$ cat src/rtl/frame_time_histogram_top_k_assert.svh
// assertion macros for the frame time histogram block
// expects signals named clk and rst_n in the scope of use
`ifndef FRAME_TIME_HISTOGRAM_TOP_K_ASSERT_SVH
`define FRAME_TIME_HISTOGRAM_TOP_K_ASSERT_SVH

// same-cycle implication, off while in reset
`define FTH_ASSERT_NOW(lbl, ante, cons) \
  lbl: assert property (@(posedge clk) disable iff (!rst_n) (ante) |-> (cons)) \
    else $error("fth assertion failed");

// next-cycle implication, off while in reset
`define FTH_ASSERT_NEXT(lbl, ante, cons) \
  lbl: assert property (@(posedge clk) disable iff (!rst_n) (ante) |=> (cons)) \
    else $error("fth assertion failed");

`endif

$ cat src/rtl/fth_pkg.sv
// shared constants, types and helpers of the frame time histogram block
// no dependencies
`timescale 1ns / 1ps

package fth_pkg;

  localparam int KEEP_DEPTH    = 16;
  localparam int DURATION_BITS = 32;

  localparam int DUR_FIELD_W = 32;
  localparam int DUR_W       = (DURATION_BITS < DUR_FIELD_W) ? DURATION_BITS : DUR_FIELD_W;
  localparam int FILL_W      = $clog2(KEEP_DEPTH + 1);
  localparam int IDX_W       = (KEEP_DEPTH > 1) ? $clog2(KEEP_DEPTH) : 1;
  localparam int NUM_BINS    = 5;
  localparam int NUM_LIMITS  = 4;
  localparam int CNT_W       = $clog2(KEEP_DEPTH + NUM_BINS + 1);
  localparam int KIND_W      = 2;
  localparam int BIN_W       = 3;
  localparam int RANK_W      = 4;
  localparam int FNUM_W      = 32;
  localparam int TALLY_W     = 32;
  localparam int TSUM_W      = 48;
  localparam int KEEP_W      = 5;
  localparam int CFG_DATA_W  = 32;
  localparam int CFG_ADDR_W  = 5;
  localparam int REG_IDX_W   = 3;

  // operations
  localparam logic OP_RECORD = 1'b0;
  localparam logic OP_REPORT = 1'b1;

  // result kinds
  localparam logic [KIND_W-1:0] KIND_FRAME  = 2'd0;
  localparam logic [KIND_W-1:0] KIND_ENTRY  = 2'd1;
  localparam logic [KIND_W-1:0] KIND_BIN    = 2'd2;
  localparam logic [KIND_W-1:0] KIND_TOTALS = 2'd3;

  // register indexes
  localparam logic [REG_IDX_W-1:0] REG_LIMIT_0 = 3'd0;
  localparam logic [REG_IDX_W-1:0] REG_LIMIT_1 = 3'd1;
  localparam logic [REG_IDX_W-1:0] REG_LIMIT_2 = 3'd2;
  localparam logic [REG_IDX_W-1:0] REG_LIMIT_3 = 3'd3;
  localparam logic [REG_IDX_W-1:0] REG_KEEP    = 3'd4;

  // reset values: 120/60/30/15 fps frame bounds in microseconds
  localparam logic [CFG_DATA_W-1:0] LIMIT_0_RST = 32'd8333;
  localparam logic [CFG_DATA_W-1:0] LIMIT_1_RST = 32'd16667;
  localparam logic [CFG_DATA_W-1:0] LIMIT_2_RST = 32'd33333;
  localparam logic [CFG_DATA_W-1:0] LIMIT_3_RST = 32'd66667;
  localparam logic [KEEP_W-1:0]     KEEP_RST    = 5'd16;

  typedef logic [NUM_LIMITS-1:0][CFG_DATA_W-1:0] limits_t;
  typedef logic [NUM_BINS-1:0][TALLY_W-1:0]      bin_tally_t;

  // broadcast from the controller to every cell
  typedef struct packed {
    logic              ins;
    logic [DUR_W-1:0]  dur;
    logic [FNUM_W-1:0] fnum;
  } cell_ctl_t;

  // what a cell hands to its right-hand neighbor
  typedef struct packed {
    logic              ge;
    logic [DUR_W-1:0]  dur;
    logic [FNUM_W-1:0] fnum;
  } cell_link_t;

  // effective list length: 0 acts as 1, clipped at the chain depth
  function automatic logic [FILL_W-1:0] keep_limit(input logic [KEEP_W-1:0] kc);
    int k;
    k = int'(kc);
    if (k == 0) begin
      k = 1;
    end else if (k > KEEP_DEPTH) begin
      k = KEEP_DEPTH;
    end
    return FILL_W'(k);
  endfunction

endpackage

$ cat src/rtl/fth_in_if.sv
// input beat channel of the frame time histogram block
// depends on fth_pkg
`timescale 1ns / 1ps

interface fth_in_if;
  import fth_pkg::*;

  logic                   valid;
  logic                   ready;
  logic                   operation;
  logic [DUR_FIELD_W-1:0] frame_duration;

  modport source (output valid, output operation, output frame_duration, input ready);
  modport sink (input valid, input operation, input frame_duration, output ready);
endinterface

$ cat src/rtl/fth_out_if.sv
// result beat channel of the frame time histogram block
// depends on fth_pkg
`timescale 1ns / 1ps

interface fth_out_if;
  import fth_pkg::*;

  logic                   valid;
  logic                   ready;
  logic [KIND_W-1:0]      result_kind;
  logic [BIN_W-1:0]       bin;
  logic [RANK_W-1:0]      rank;
  logic                   recorded;
  logic [DUR_FIELD_W-1:0] entry_duration;
  logic [FNUM_W-1:0]      frame_number;
  logic [TALLY_W-1:0]     tally;
  logic [TSUM_W-1:0]      time_sum;
  logic                   last;

  modport source (output valid, output result_kind, output bin, output rank,
                  output recorded, output entry_duration, output frame_number,
                  output tally, output time_sum, output last, input ready);
  modport sink (input valid, input result_kind, input bin, input rank,
                input recorded, input entry_duration, input frame_number,
                input tally, input time_sum, input last, output ready);
endinterface

$ cat src/rtl/frame_time_histogram_top_k.sv
// frame time histogram with a ranked chain of the longest frames
// top level; depends on fth_pkg, fth_in_if, fth_out_if, fth_cell, fth_stats
//
// usage
//   in_bus carries one beat per command: operation 0 records frame_duration,
//   operation 1 asks for a report. out_bus returns result beats, each with
//   last set on the final beat of its command.
//   a record gives one verdict beat (bin, insertion rank, recorded flag and
//   frame number) in the cycle after acceptance; records are taken every cycle
//   while out_bus drains, so the sustained rate is one frame per cycle. the
//   insertion chain compares all kept cells against the new duration in
//   parallel and shifts them as the record is accepted.
//   a report streams fill + 6 beats (kept entries longest first, five bins,
//   totals); the first passes the sequencer state and the output register, then
//   one per cycle while taken; in_bus is held off until the totals beat is loaded.
//   a stalled receiver holds the output register; a new beat is taken only
//   when that register is empty or being emptied in the same cycle.
//   reset (rst_n low, synchronous) empties the kept list, clears the counters
//   and restores the register defaults; no clearing pass is needed.
//   registers sit on an apb-style port at byte address 4*i: bin_limit_0..3,
//   keep_count. write them only while the block is idle.
`timescale 1ns / 1ps

`include "frame_time_histogram_top_k_assert.svh"

module frame_time_histogram_top_k (
  input  logic                           clk,
  input  logic                           rst_n,
  fth_in_if.sink                         in_bus,
  fth_out_if.source                      out_bus,
  input  logic                           psel,
  input  logic                           penable,
  input  logic                           pwrite,
  input  logic [fth_pkg::CFG_ADDR_W-1:0] paddr,
  input  logic [fth_pkg::CFG_DATA_W-1:0] pwdata,
  output logic [fth_pkg::CFG_DATA_W-1:0] prdata,
  output logic                           pready
);
  import fth_pkg::*;

  // controller states
  localparam logic ST_IDLE   = 1'b0;
  localparam logic ST_REPORT = 1'b1;

  // configuration registers
  limits_t                limit_r;
  logic [KEEP_W-1:0]      keep_r;
  logic                   cfg_wr;
  logic [REG_IDX_W-1:0]   reg_idx;
  logic [FILL_W-1:0]      lim;
  logic [FILL_W-1:0]      new_lim;

  // control state
  logic                   state_r;
  logic [CNT_W-1:0]       cnt_r;
  logic [FILL_W-1:0]      fill_r;

  // handshake
  logic                   in_acc;
  logic                   rec_acc;
  logic                   rpt_acc;
  logic                   out_free;

  // chain
  cell_ctl_t              cell_ctl;
  cell_link_t             link [KEEP_DEPTH+1];
  logic [KEEP_DEPTH-1:0]  occ;
  logic [KEEP_DEPTH-1:0]  take;
  logic [IDX_W-1:0]       pos;
  logic                   rec;
  logic [DUR_W-1:0]       dur_in;

  // statistics
  logic [BIN_W-1:0]       frame_bin;
  bin_tally_t             bin_count;
  logic [FNUM_W-1:0]      frame_total;
  logic [TSUM_W-1:0]      dur_total;

  // report beat
  logic [CNT_W-1:0]       fill_ext;
  logic [CNT_W-1:0]       cnt_end;
  logic [CNT_W-1:0]       bin_off;
  logic [FILL_W-1:0]      ent_sel;
  logic [KIND_W-1:0]      rpt_kind;
  logic [BIN_W-1:0]       rpt_bin;
  logic [RANK_W-1:0]      rpt_rank;
  logic [DUR_FIELD_W-1:0] rpt_dur;
  logic [FNUM_W-1:0]      rpt_fnum;
  logic [TALLY_W-1:0]     rpt_tally;
  logic [TSUM_W-1:0]      rpt_tsum;
  logic                   rpt_last;

  // output register
  logic                   out_valid_r;
  logic [KIND_W-1:0]      kind_r;
  logic [BIN_W-1:0]       bin_r;
  logic [RANK_W-1:0]      rank_r;
  logic                   recd_r;
  logic [DUR_FIELD_W-1:0] edur_r;
  logic [FNUM_W-1:0]      fnum_r;
  logic [TALLY_W-1:0]     tally_r;
  logic [TSUM_W-1:0]      tsum_r;
  logic                   last_r;

  // ---------------- configuration port ----------------
  assign pready  = 1'b1;
  assign cfg_wr  = psel && penable && pwrite && pready;
  assign reg_idx = paddr[CFG_ADDR_W-1:2];
  assign lim     = keep_limit(keep_r);
  assign new_lim = keep_limit(pwdata[KEEP_W-1:0]);

  always_ff @(posedge clk) begin
    if (!rst_n) begin
      limit_r[0] <= LIMIT_0_RST;
      limit_r[1] <= LIMIT_1_RST;
      limit_r[2] <= LIMIT_2_RST;
      limit_r[3] <= LIMIT_3_RST;
      keep_r     <= KEEP_RST;
    end else if (cfg_wr) begin
      unique case (reg_idx)
        REG_LIMIT_0: limit_r[0] <= pwdata;
        REG_LIMIT_1: limit_r[1] <= pwdata;
        REG_LIMIT_2: limit_r[2] <= pwdata;
        REG_LIMIT_3: limit_r[3] <= pwdata;
        REG_KEEP:    keep_r     <= pwdata[KEEP_W-1:0];
        default: begin
        end
      endcase
    end
  end

  always_comb begin
    unique case (reg_idx)
      REG_LIMIT_0: prdata = limit_r[0];
      REG_LIMIT_1: prdata = limit_r[1];
      REG_LIMIT_2: prdata = limit_r[2];
      REG_LIMIT_3: prdata = limit_r[3];
      REG_KEEP:    prdata = CFG_DATA_W'(keep_r);
      default:     prdata = '0;
    endcase
  end

  // ---------------- input handshake ----------------
  // next beat only when the output register is empty or draining
  assign out_free     = !out_valid_r || out_bus.ready;
  assign in_bus.ready = (state_r == ST_IDLE) && out_free;
  assign in_acc       = in_bus.valid && in_bus.ready;
  assign rec_acc      = in_acc && (in_bus.operation == OP_RECORD);
  assign rpt_acc      = in_acc && (in_bus.operation == OP_REPORT);
  assign dur_in       = in_bus.frame_duration[DUR_W-1:0];

  // ---------------- insertion chain ----------------
  // cell i is occupied below the fill mark; the head link says "keep going"
  assign link[0] = '{ge: 1'b1, dur: '0, fnum: '0};

  assign cell_ctl.ins  = rec_acc && rec;
  assign cell_ctl.dur  = dur_in;
  assign cell_ctl.fnum = frame_total;

  for (genvar g = 0; g < KEEP_DEPTH; g++) begin : g_cell
    assign occ[g] = FILL_W'(g) < fill_r;
    fth_cell u_cell (
      .clk   (clk),
      .ctl   (cell_ctl),
      .occ   (occ[g]),
      .left  (link[g]),
      .right (link[g+1]),
      .take  (take[g])
    );
  end

  // one-hot take flag gives the insertion position
  always_comb begin
    pos = '0;
    for (int i = 0; i < KEEP_DEPTH; i++) begin
      if (take[i]) begin
        pos = pos | IDX_W'(i);
      end
    end
  end

  // enters when there is room, or when it beats an occupied cell
  assign rec = (fill_r < lim) || ((take & occ) != '0);

  always_ff @(posedge clk) begin
    if (!rst_n) begin
      fill_r <= '0;
    end else if (cfg_wr && (reg_idx == REG_KEEP)) begin
      // shrinking the list drops the shortest entries
      if (fill_r > new_lim) begin
        fill_r <= new_lim;
      end
    end else if (rec_acc && (fill_r < lim)) begin
      fill_r <= fill_r + FILL_W'(1);
    end
  end

  // ---------------- statistics ----------------
  fth_stats u_stats (
    .clk         (clk),
    .rst_n       (rst_n),
    .rec_en      (rec_acc),
    .dur         (dur_in),
    .limits      (limit_r),
    .bin         (frame_bin),
    .bin_count   (bin_count),
    .frame_total (frame_total),
    .dur_total   (dur_total)
  );

  // ---------------- report sequencer ----------------
  assign fill_ext = CNT_W'(fill_r);
  assign cnt_end  = fill_ext + CNT_W'(NUM_BINS);
  assign bin_off  = cnt_r - fill_ext;
  // cell k drives link k+1
  assign ent_sel  = FILL_W'(cnt_r) + FILL_W'(1);

  // beat order: kept entries, then bins, then totals
  always_comb begin
    rpt_kind  = KIND_TOTALS;
    rpt_bin   = '0;
    rpt_rank  = '0;
    rpt_dur   = '0;
    rpt_fnum  = '0;
    rpt_tally = frame_total;
    rpt_tsum  = dur_total;
    rpt_last  = 1'b1;
    priority if (cnt_r < fill_ext) begin
      rpt_kind  = KIND_ENTRY;
      rpt_rank  = RANK_W'(cnt_r);
      rpt_dur   = DUR_FIELD_W'(link[ent_sel].dur);
      rpt_fnum  = link[ent_sel].fnum;
      rpt_tally = '0;
      rpt_tsum  = '0;
      rpt_last  = 1'b0;
    end else if (cnt_r < cnt_end) begin
      rpt_kind  = KIND_BIN;
      rpt_bin   = bin_off[BIN_W-1:0];
      rpt_tally = bin_count[bin_off[BIN_W-1:0]];
      rpt_tsum  = '0;
      rpt_last  = 1'b0;
    end else begin
      rpt_kind  = KIND_TOTALS;
    end
  end

  always_ff @(posedge clk) begin
    if (!rst_n) begin
      state_r <= ST_IDLE;
      cnt_r   <= '0;
    end else begin
      unique case (state_r)
        ST_IDLE: begin
          if (rpt_acc) begin
            state_r <= ST_REPORT;
            cnt_r   <= '0;
          end
        end
        ST_REPORT: begin
          if (out_free) begin
            if (cnt_r == cnt_end) begin
              state_r <= ST_IDLE;
            end else begin
              cnt_r <= cnt_r + CNT_W'(1);
            end
          end
        end
        default: state_r <= ST_IDLE;
      endcase
    end
  end

  // ---------------- output register ----------------
  always_ff @(posedge clk) begin
    if (!rst_n) begin
      out_valid_r <= 1'b0;
    end else if (rec_acc || ((state_r == ST_REPORT) && out_free)) begin
      out_valid_r <= 1'b1;
    end else if (out_bus.ready) begin
      out_valid_r <= 1'b0;
    end
  end

  always_ff @(posedge clk) begin
    if (rec_acc) begin
      kind_r  <= KIND_FRAME;
      bin_r   <= frame_bin;
      rank_r  <= rec ? RANK_W'(pos) : '0;
      recd_r  <= rec;
      edur_r  <= '0;
      fnum_r  <= frame_total;
      tally_r <= '0;
      tsum_r  <= '0;
      last_r  <= 1'b1;
    end else if ((state_r == ST_REPORT) && out_free) begin
      kind_r  <= rpt_kind;
      bin_r   <= rpt_bin;
      rank_r  <= rpt_rank;
      recd_r  <= 1'b0;
      edur_r  <= rpt_dur;
      fnum_r  <= rpt_fnum;
      tally_r <= rpt_tally;
      tsum_r  <= rpt_tsum;
      last_r  <= rpt_last;
    end
  end

  assign out_bus.valid          = out_valid_r;
  assign out_bus.result_kind    = kind_r;
  assign out_bus.bin            = bin_r;
  assign out_bus.rank           = rank_r;
  assign out_bus.recorded       = recd_r;
  assign out_bus.entry_duration = edur_r;
  assign out_bus.frame_number   = fnum_r;
  assign out_bus.tally          = tally_r;
  assign out_bus.time_sum       = tsum_r;
  assign out_bus.last           = last_r;

  // ---------------- checks ----------------
  // list never holds more than the configured length
  `FTH_ASSERT_NOW(a_fill_in_limit, 1'b1, fill_r <= lim)
  // a report blocks new commands until its totals beat is loaded
  `FTH_ASSERT_NOW(a_report_blocks_input, state_r == ST_REPORT, !in_bus.ready)
  // only the totals beat closes a report, and it is loaded on the way out
  `FTH_ASSERT_NOW(a_report_not_last, (state_r == ST_REPORT) && out_valid_r, !last_r)
  // a recorded frame shows its verdict in the next cycle
  `FTH_ASSERT_NEXT(a_record_verdict, rec_acc, out_valid_r && (kind_r == KIND_FRAME))
  // sequencer never runs past the totals beat
  `FTH_ASSERT_NOW(a_cnt_bound, state_r == ST_REPORT, cnt_r <= cnt_end)
endmodule

$ cat src/rtl/fth_cell.sv
// one cell of the ranked insertion chain: holds one kept duration and frame number
// depends on fth_pkg
`timescale 1ns / 1ps

module fth_cell (
  input  logic                clk,
  input  fth_pkg::cell_ctl_t  ctl,
  input  logic                occ,
  input  fth_pkg::cell_link_t left,
  output fth_pkg::cell_link_t right,
  output logic                take
);
  import fth_pkg::*;

  logic [DUR_W-1:0]  dur_r;
  logic [FNUM_W-1:0] fnum_r;
  logic              my_ge;

  // stays put when holding a duration at least as long as the new one
  assign my_ge = occ && (dur_r >= ctl.dur);
  assign take  = !my_ge && left.ge;

  assign right.ge   = my_ge;
  assign right.dur  = dur_r;
  assign right.fnum = fnum_r;

  always_ff @(posedge clk) begin
    if (ctl.ins && !my_ge) begin
      if (left.ge) begin
        dur_r  <= ctl.dur;
        fnum_r <= ctl.fnum;
      end else begin
        dur_r  <= left.dur;
        fnum_r <= left.fnum;
      end
    end
  end
endmodule

$ cat src/rtl/fth_stats.sv
// histogram binning, frame count and duration sum, all saturating
// depends on fth_pkg
`timescale 1ns / 1ps

module fth_stats (
  input  logic                       clk,
  input  logic                       rst_n,
  input  logic                       rec_en,
  input  logic [fth_pkg::DUR_W-1:0]  dur,
  input  fth_pkg::limits_t           limits,
  output logic [fth_pkg::BIN_W-1:0]  bin,
  output fth_pkg::bin_tally_t        bin_count,
  output logic [fth_pkg::FNUM_W-1:0] frame_total,
  output logic [fth_pkg::TSUM_W-1:0] dur_total
);
  import fth_pkg::*;

  logic [CFG_DATA_W-1:0] dur_ext;
  bin_tally_t            bin_count_r;
  logic [FNUM_W-1:0]     frame_total_r;
  logic [TSUM_W-1:0]     dur_total_r;
  logic [TSUM_W:0]       sum_wide;

  assign dur_ext = CFG_DATA_W'(dur);

  // first matching limit wins
  always_comb begin
    priority if (dur_ext <= limits[0]) begin
      bin = BIN_W'(0);
    end else if (dur_ext <= limits[1]) begin
      bin = BIN_W'(1);
    end else if (dur_ext <= limits[2]) begin
      bin = BIN_W'(2);
    end else if (dur_ext <= limits[3]) begin
      bin = BIN_W'(3);
    end else begin
      bin = BIN_W'(4);
    end
  end

  assign sum_wide = {1'b0, dur_total_r} + (TSUM_W + 1)'(dur);

  always_ff @(posedge clk) begin
    if (!rst_n) begin
      bin_count_r   <= '0;
      frame_total_r <= '0;
      dur_total_r   <= '0;
    end else if (rec_en) begin
      for (int b = 0; b < NUM_BINS; b++) begin
        if ((bin == BIN_W'(b)) && (bin_count_r[b] != '1)) begin
          bin_count_r[b] <= bin_count_r[b] + TALLY_W'(1);
        end
      end
      if (frame_total_r != '1) begin
        frame_total_r <= frame_total_r + FNUM_W'(1);
      end
      dur_total_r <= sum_wide[TSUM_W] ? '1 : sum_wide[TSUM_W-1:0];
    end
  end

  assign bin_count   = bin_count_r;
  assign frame_total = frame_total_r;
  assign dur_total   = dur_total_r;
endmodule
$ cat src/flat_wrapper.sv
// flat-port wrapper written by rule: the top's interface ports become plain ports
module frame_time_histogram_top_k_flat import fth_pkg::*;
  (clk, rst_n, psel, penable, pwrite, paddr, pwdata, prdata, pready, in_bus_valid, in_bus_operation, in_bus_frame_duration, in_bus_ready, out_bus_valid, out_bus_result_kind, out_bus_bin, out_bus_rank, out_bus_recorded, out_bus_entry_duration, out_bus_frame_number, out_bus_tally, out_bus_time_sum, out_bus_last, out_bus_ready);
  fth_in_if in_bus_i ();
  fth_out_if out_bus_i ();
  input  logic clk;
  input  logic rst_n;
  input  logic psel;
  input  logic penable;
  input  logic pwrite;
  input  logic [fth_pkg::CFG_ADDR_W-1:0] paddr;
  input  logic [fth_pkg::CFG_DATA_W-1:0] pwdata;
  output logic [fth_pkg::CFG_DATA_W-1:0] prdata;
  output logic pready;
  input wire logic [$bits(in_bus_i.valid)-1:0] in_bus_valid;
  input wire logic [$bits(in_bus_i.operation)-1:0] in_bus_operation;
  input wire logic [$bits(in_bus_i.frame_duration)-1:0] in_bus_frame_duration;
  output wire logic [$bits(in_bus_i.ready)-1:0] in_bus_ready;
  output wire logic [$bits(out_bus_i.valid)-1:0] out_bus_valid;
  output wire logic [$bits(out_bus_i.result_kind)-1:0] out_bus_result_kind;
  output wire logic [$bits(out_bus_i.bin)-1:0] out_bus_bin;
  output wire logic [$bits(out_bus_i.rank)-1:0] out_bus_rank;
  output wire logic [$bits(out_bus_i.recorded)-1:0] out_bus_recorded;
  output wire logic [$bits(out_bus_i.entry_duration)-1:0] out_bus_entry_duration;
  output wire logic [$bits(out_bus_i.frame_number)-1:0] out_bus_frame_number;
  output wire logic [$bits(out_bus_i.tally)-1:0] out_bus_tally;
  output wire logic [$bits(out_bus_i.time_sum)-1:0] out_bus_time_sum;
  output wire logic [$bits(out_bus_i.last)-1:0] out_bus_last;
  input wire logic [$bits(out_bus_i.ready)-1:0] out_bus_ready;
  assign in_bus_i.valid = in_bus_valid;
  assign in_bus_i.operation = in_bus_operation;
  assign in_bus_i.frame_duration = in_bus_frame_duration;
  assign in_bus_ready = in_bus_i.ready;
  assign out_bus_valid = out_bus_i.valid;
  assign out_bus_result_kind = out_bus_i.result_kind;
  assign out_bus_bin = out_bus_i.bin;
  assign out_bus_rank = out_bus_i.rank;
  assign out_bus_recorded = out_bus_i.recorded;
  assign out_bus_entry_duration = out_bus_i.entry_duration;
  assign out_bus_frame_number = out_bus_i.frame_number;
  assign out_bus_tally = out_bus_i.tally;
  assign out_bus_time_sum = out_bus_i.time_sum;
  assign out_bus_last = out_bus_i.last;
  assign out_bus_i.ready = out_bus_ready;
  frame_time_histogram_top_k u_core (.clk(clk), .rst_n(rst_n), .in_bus(in_bus_i), .out_bus(out_bus_i), .psel(psel), .penable(penable), .pwrite(pwrite), .paddr(paddr), .pwdata(pwdata), .prdata(prdata), .pready(pready));
endmodule
$ cat config.mk
export PLATFORM = sky130hd
export DESIGN_NAME = frame_time_histogram_top_k_flat
export DESIGN_NICKNAME = d
export VERILOG_FILES = /design/src/rtl/fth_pkg.sv /design/src/rtl/fth_in_if.sv /design/src/rtl/fth_out_if.sv /design/src/rtl/frame_time_histogram_top_k.sv /design/src/rtl/fth_cell.sv /design/src/rtl/fth_stats.sv /design/src/flat_wrapper.sv
export VERILOG_INCLUDE_DIRS = /design/src /design/src/rtl
export SDC_FILE = /design/constraint.sdc
export NUM_CORES = 2
export LEC_CHECK = 0
export BUFFER_PORTS_ARGS = -buffer_cell sky130_fd_sc_hd__buf_4
export CAP_MARGIN = 40
export CORE_MARGIN = 1.5
export CORE_UTILIZATION = 55
export CTS_CLUSTER_SIZE = 28
export DETAILED_ROUTE_END_ITERATION = 10
export PLACE_DENSITY_LB_ADDON = 0.2
export SKIP_CTS_REPAIR_TIMING = 1
export SLEW_MARGIN = 20
export SYNTH_ARGS = -nofsm -noshare
export SYNTH_HDL_FRONTEND = slang
export SYNTH_SLANG_ARGS = --single-unit
$ cat constraint.sdc
create_clock -name clk -period 9.75 [get_ports clk]
set_input_delay 1.95 -clock clk [delete_from_list [all_inputs] [get_ports clk]]
set_output_delay 1.95 -clock clk [all_outputs]
set_load 0.02 [all_outputs]
* Yosys cells after proc, flatten, opt, wreduce, memory -nomap -nowiden
Cells that the tools add are included.
** Word-level totals
- Bits in registers :: 1564
- Bits of input ports :: 77
- Logic and storage cells :: 333
** Operators by class
- Add/sub/neg operators :: 11
- Magnitude comparators :: 44
- Equal/unequal tests :: 19
- Multiplexer cells :: 95
- Bitwise logic cells :: 4
- Reductions and logical operators :: 103
** Operators by type and width (count)
- 32-bit 2-to-1 mux :: 37
- 32-bit greater-or-equal comparator :: 16
- 65-bit binary-select mux with 5-bit select :: 1
- 32-bit by 1-bit adder with 32-bit output (second input constant) :: 6
- 32-bit inequality test (second input constant) :: 6
- 32-bit one-hot mux with 5 select lines :: 1
- 48-bit 2-to-1 mux :: 3
- 32-bit <= comparator :: 4
- 64-bit 2-to-1 mux :: 2
- 32-bit binary-select mux with 3-bit select :: 1
- 1-bit logical AND :: 62
- 5-bit 2-to-1 mux :: 10
- 48-bit by 32-bit adder with 49-bit output :: 1
- 4-bit 2-to-1 mux :: 12
- 4-bit by 5-bit < comparator with 1-bit output (first input constant) :: 8
- 3-bit 2-to-1 mux :: 12
- 2-bit AND reduction :: 12
- 3-bit by 5-bit < comparator with 1-bit output (first input constant) :: 4
- 1-bit logical NOT :: 17
- 16-bit bitwise AND :: 1
- 16-bit nonzero test :: 1
- 5-bit < comparator :: 3
- 3-bit by 2-bit == test with 1-bit output (second input constant) :: 4
- 1-bit 2-to-1 mux :: 11
- 24 further kinds :: 41

* Depth between registers and ports, before layout
- Depth in word-level cells :: 21
- Depth in mapped cells :: 16
- Depth with buffers taken out :: 14

* Hierarchy
Synthesis repeated with hierarchy kept, for this count alone.
** Second synthesis, totals
- Cells, all modules :: 8535
- Area total of the unflattened synthesis :: 94635.8 um^2
** By module, submodules not included
- fth_cell :: instances 16, cells each 259, area an instance 3550.9 um^2, sequential area each 1921.8 um^2
- frame_time_histogram_top_k :: instances 1, cells each 2261, area an instance 21214.1 um^2, sequential area each 6406.1 um^2
- fth_stats :: instances 1, cells each 2130, area an instance 16607.2 um^2, sequential area each 4804.6 um^2

* Worst setup path before layout
OpenSTA, ideal clock, no wires.
- Path kind :: input to register
- Start :: input port in_bus_frame_duration[21]
- End :: register u_core.g_cell[0].u_cell.dur_r[0] (enable)
- Setup time :: 0.494 ns
- Arrival time :: 7.651 ns
- Data required time :: 9.256 ns
- Slack :: 1.605 ns
- Stages :: 16
- Cells stage by stage :: inv_1 clkbuf_1 ha_1 a211oi_1 nor2_1 a2111oi_0 nand2_1 o21ai_0 clkbuf_1 nand2_1 nor2_1 o2bb2ai_1 nand4b_1 o31ai_2 buf_4 nor2b_1
** On the way
- Cells in the longest elaborated chain, start to end :: 9
- Elaborated cells on any way between the ends :: 68
- Classes of those cells :: 16 x order compare; 1 x bitwise; 51 x reduce/logical
** RTL lines
- start: declaration :: line flat_wrapper.sv:17 : input wire logic [$bits(in_bus_i.frame_duration)-1:0] in_bus_frame_duration;
- 32-bit greater-or-equal comparator :: line fth_cell.sv:20 : assign my_ge = occ && (dur_r >= ctl.dur);
- 1-bit logical AND :: line fth_cell.sv:20
- 1-bit logical NOT :: line fth_cell.sv:21 : assign take = !my_ge && left.ge;
- 1-bit logical AND :: line fth_cell.sv:21
- 16-bit bitwise AND :: line frame_time_histogram_top_k.sv:183 : assign rec = (fill_r < lim) || ((take & occ) != '0);
- 16-bit nonzero test :: line frame_time_histogram_top_k.sv:183
- 1-bit logical OR :: line frame_time_histogram_top_k.sv:183
- 1-bit logical AND :: line frame_time_histogram_top_k.sv:156 : assign cell_ctl.ins = rec_acc && rec;
- 1-bit logical AND (*) :: line fth_cell.sv:28 : if (ctl.ins && !my_ge) begin
- end signal: assignment :: line fth_cell.sv:30 : dur_r <= ctl.dur;
- end signal: assignment :: line fth_cell.sv:33 : dur_r <= left.dur;
- end: declaration :: line fth_cell.sv:15 : logic [DUR_W-1:0] dur_r;
Mark *: on every way between the ends. The rest lies on a longest branch, timed or not.
A chain may end at the register's enable or synchronous reset.

* Final worst setup path
- Start :: input port in_bus_frame_duration[18]
- End :: register u_core.g_cell[4].u_cell.fnum_r[19] (enable)
** On the way
- Cells in the longest elaborated chain, start to end :: 9
- Elaborated cells on any way between the ends :: 68
- Classes of those cells :: 16 x order compare; 1 x bitwise; 51 x reduce/logical
** RTL lines
- 32-bit greater-or-equal comparator :: line fth_cell.sv:20
- 1-bit logical AND :: line fth_cell.sv:20
- 1-bit logical NOT (on tied branches) :: line fth_cell.sv:21, fth_cell.sv:28
- 1-bit logical AND :: line fth_cell.sv:21
- 16-bit bitwise AND :: line frame_time_histogram_top_k.sv:183
- 16-bit nonzero test :: line frame_time_histogram_top_k.sv:183
- 1-bit logical OR :: line frame_time_histogram_top_k.sv:183
- 1-bit logical AND :: line frame_time_histogram_top_k.sv:156
- 1-bit logical AND (*) :: line fth_cell.sv:28
- end signal: assignment :: line fth_cell.sv:31 : fnum_r <= ctl.fnum;
- end signal: assignment :: line fth_cell.sv:34 : fnum_r <= left.fnum;
- end: declaration :: line fth_cell.sv:16 : logic [FNUM_W-1:0] fnum_r;
Marks and branches as above.

==> impl_metrics.ini <==
[timing]
fin_ws_ns = 2.44
tightest_slew_ns = 1.05
slew_headroom = 0.302
grt_setup_unrepaired = false
fin_setup_tns_ns = 0
fmax_ghz = 0.137
finalSetupViolations = 0
finalHoldViolCount = 0
maxSlewViolCount = 0
fin_skew_ns = 0.0496
fin_crit_ns = 7.31
hold_slack_ns = 0.453
min_period_over_period = 0.749

[detailed_routing]
drc = 0
wl_met1_um = 110000
wl_per_cell_um = 27.1
vias_per_cell = 6.59
ant_nets = 0
top_layer = met5
met2WireLength_um = 130000
drt-initial-drc-count = 8878
totalWireLength_um = 289000
dr_total_vias = 70200
wl_met3_um = 33500
first_pass_iters = 9

[pwr]
pwr-share-seq = 0.471
leakagePower_nw = 37.8
power_frac_clock = 0.406
ir_drop_mv = 0.172
p_comb_frac = 0.123
p_sw_mw = 4.30
cell_internal_pwr_mw = 11.9
power_density_nw_per_um2 = 161
total_power_mw = 16.2
switching_share = 0.266

[setup_path]
crit_arrival_ns = 7.85
cp-end-kind = flip-flop
required_ns = 10.29
path_class = in2reg
critPathLaunchType = primary input
cp_max_fo = 44

[run]
maxCapViolCount = 0

[synthesis]
yosys_warnings = 0
postSynth.asyncResetShare = 0
yosys-top-cells-area = edfxtp_1, dfxtp_1, ha_1
synthCells = 8231
syn-cell-area_um2 = 89400
synth_edf_count = 1064
seq_area_frac_synth = 0.469
synth_nets = 9009
synth_top_area_share = 0.357
ys.flop_type = edfxtp_1
ys_ff_latch = 1564
yosysUniqueCellTypes = 82
netlist.top_cell.by_area = edfxtp_1
syn_area_per_cell_um2 = 10.9

[layout]
area_growth_pct = 12.6
fin_area_um2 = 101000
final_util = 0.625
mostFrequentLayoutCell = nand2_1
fin_cells = 10700
layout_common_cells = nand2_1, edfxtp_1, o21ai_0
drive_gt1_frac = 0.188
fin_nets = 9115

[floorplanning]
core_um2 = 161000
die_w_um = 406
rows = 147
dieArea_um2 = 165000
pin_count = 267
initial_utilization = 0.556
die_y_um = 406

[place]
dp.cells = 10300
pre_cts_ws_ns = 1.78
port_buffers = 263
placed_cell_area_um2 = 94500
dpl.hpwl_um = 194000
gp_congestion = 0.982

[status]
status = finished clean

[clock_tree]
clock_sinks = 1564
clock_latency_ns = 0.85
cts_root_buffer = clkbuf_16
cts.clk_slew.worst_paths_ns = 0.06
tritoncts = built
clockBufferDepth = 3
h-tree-depth = 4
cts_buffers = 170

[global_route]
grt_pass1_vias = 67500
antenna_found_initial = 20
grtUsageTotal = 0.345
grt_pass1_wl_um = 425000
grt_max_degree = 148
gr-total-overflow = 0

[hold_path]
hold_class = reg2reg
worst paths after layout:
kind                                                      endpoint  slack, ns  cells after the start                                from
worst min register to register    u_core.out_bus.entry_duration[3]       0.45                      2    u_core.out_bus.entry_duration[3]
worst max-delay path            u_core.g_cell[4].u_cell.fnum_r[19]       2.44                     18           in_bus_frame_duration[18]
worst min-delay path              u_core.out_bus.entry_duration[3]       0.45                      2    u_core.out_bus.entry_duration[3]
worst max register to register  u_core.g_cell[4].u_cell.fnum_r[19]       3.64                     15  u_core.g_cell[11].u_cell.dur_r[30]
worst max-delay path, stage by stage:
cell and delay [ns]:
buf_4 0.27, inv_1 0.43, buf_4 0.35, ha_1 0.31
nand4_1 0.10, nor4_1 0.31, nand2_1 0.31, a211oi_1 0.63
nor3_1 0.29, o21ai_0 0.15, nor2_1 0.06, or4_1 0.46
or4_1 0.61, o31ai_4 0.73, buf_4 0.29, nor2b_4 0.10
buf_12 0.18, buf_12 0.23
synth_stat cells (29+ instances only):
cell type,count
a211oi_1,64
a21o_1,102
o21ai_0,741
a221o_1,29
nand2b_1,61
nand3_1,240
nor2b_1,43
and3_1,58
xnor2_1,68
edfxtp_1,1064
inv_1,241
nand4_1,136
mux2i_1,97
a22oi_1,82
xor2_1,69
buf_1,72
a21oi_1,499
dfxtp_1,500
nor3_1,97
and4_1,46
nand2_1,1220
mux4_2,288
nor2_1,272
or3_1,58
ha_1,699
nor4_1,32
clkbuf_1,472
o211ai_1,31
mux2_2,500
a22o_1,74
flip-flops by register name, summed over array words and instances (netlist names), 3 cells and up:
name                           count
u_core.out_bus.entry_duration     32
u_core.out_bus.tally              32
u_core.out_bus.rank                4
u_core.u_stats.dur_total          48
u_core.out_bus.frame_number       32
u_core.g_cell.u_cell.fnum_r      512
u_core.cnt_r                       5
u_core.limit_r                   128
u_core.fill_ext                    5
u_core.out_bus.bin                 3
u_core.out_bus.time_sum           48
u_core.keep_r                      5
u_core.g_cell.u_cell.dur_r       512
u_core.u_stats.frame_total        32
u_core.u_stats.bin_count         160
final cells by class:
cell class | instances | area (um2)
Tap cell | 2160 | 2700
Multi-Input combinational cell | 5872 | 44900
Fill cell | 12600 | 60300
Antenna cell | 16 | 40.0
Sequential cell | 1564 | 42000
Inverter | 245 | 928
Clock buffer | 244 | 4810
Clock inverter | 72 | 812
Timing Repair Buffer | 484 | 4520
per-layer routing:
| metal | track usage | up-vias |
|---|---|---|
| li1 | - | 31100 |
| met1 | 0.449 | 34500 |
| met2 | 0.535 | 3894 |
| met3 | 0.0904 | 703 |
| met4 | 0.170 | 10 |
| met5 | 0 | - |
cell families after synthesis:
family,share of synthesized area
other,0.0000419
adder cells (fa/ha/maj),0.0983
AO/OA/AOI/OAI,0.119
multiplexers,0.146
flip-flops,0.469
buffers and inverters,0.0335
AND/OR/NAND/NOR,0.120
XOR/XNOR,0.0134
power by group through the flow:
stage                     clock network, mW  logic (mW)  registers (mW)
after CTS                              6.61        1.96            7.62
after global routing                   6.86        2.15            7.65
after global placement                    0        1.85            7.75
final                                  6.57        1.99            7.63
after detailed placement                  0        1.95            7.76
after floorplan                           0        1.13            7.76
No activity file was read; power rests on OpenSTA's default activity.
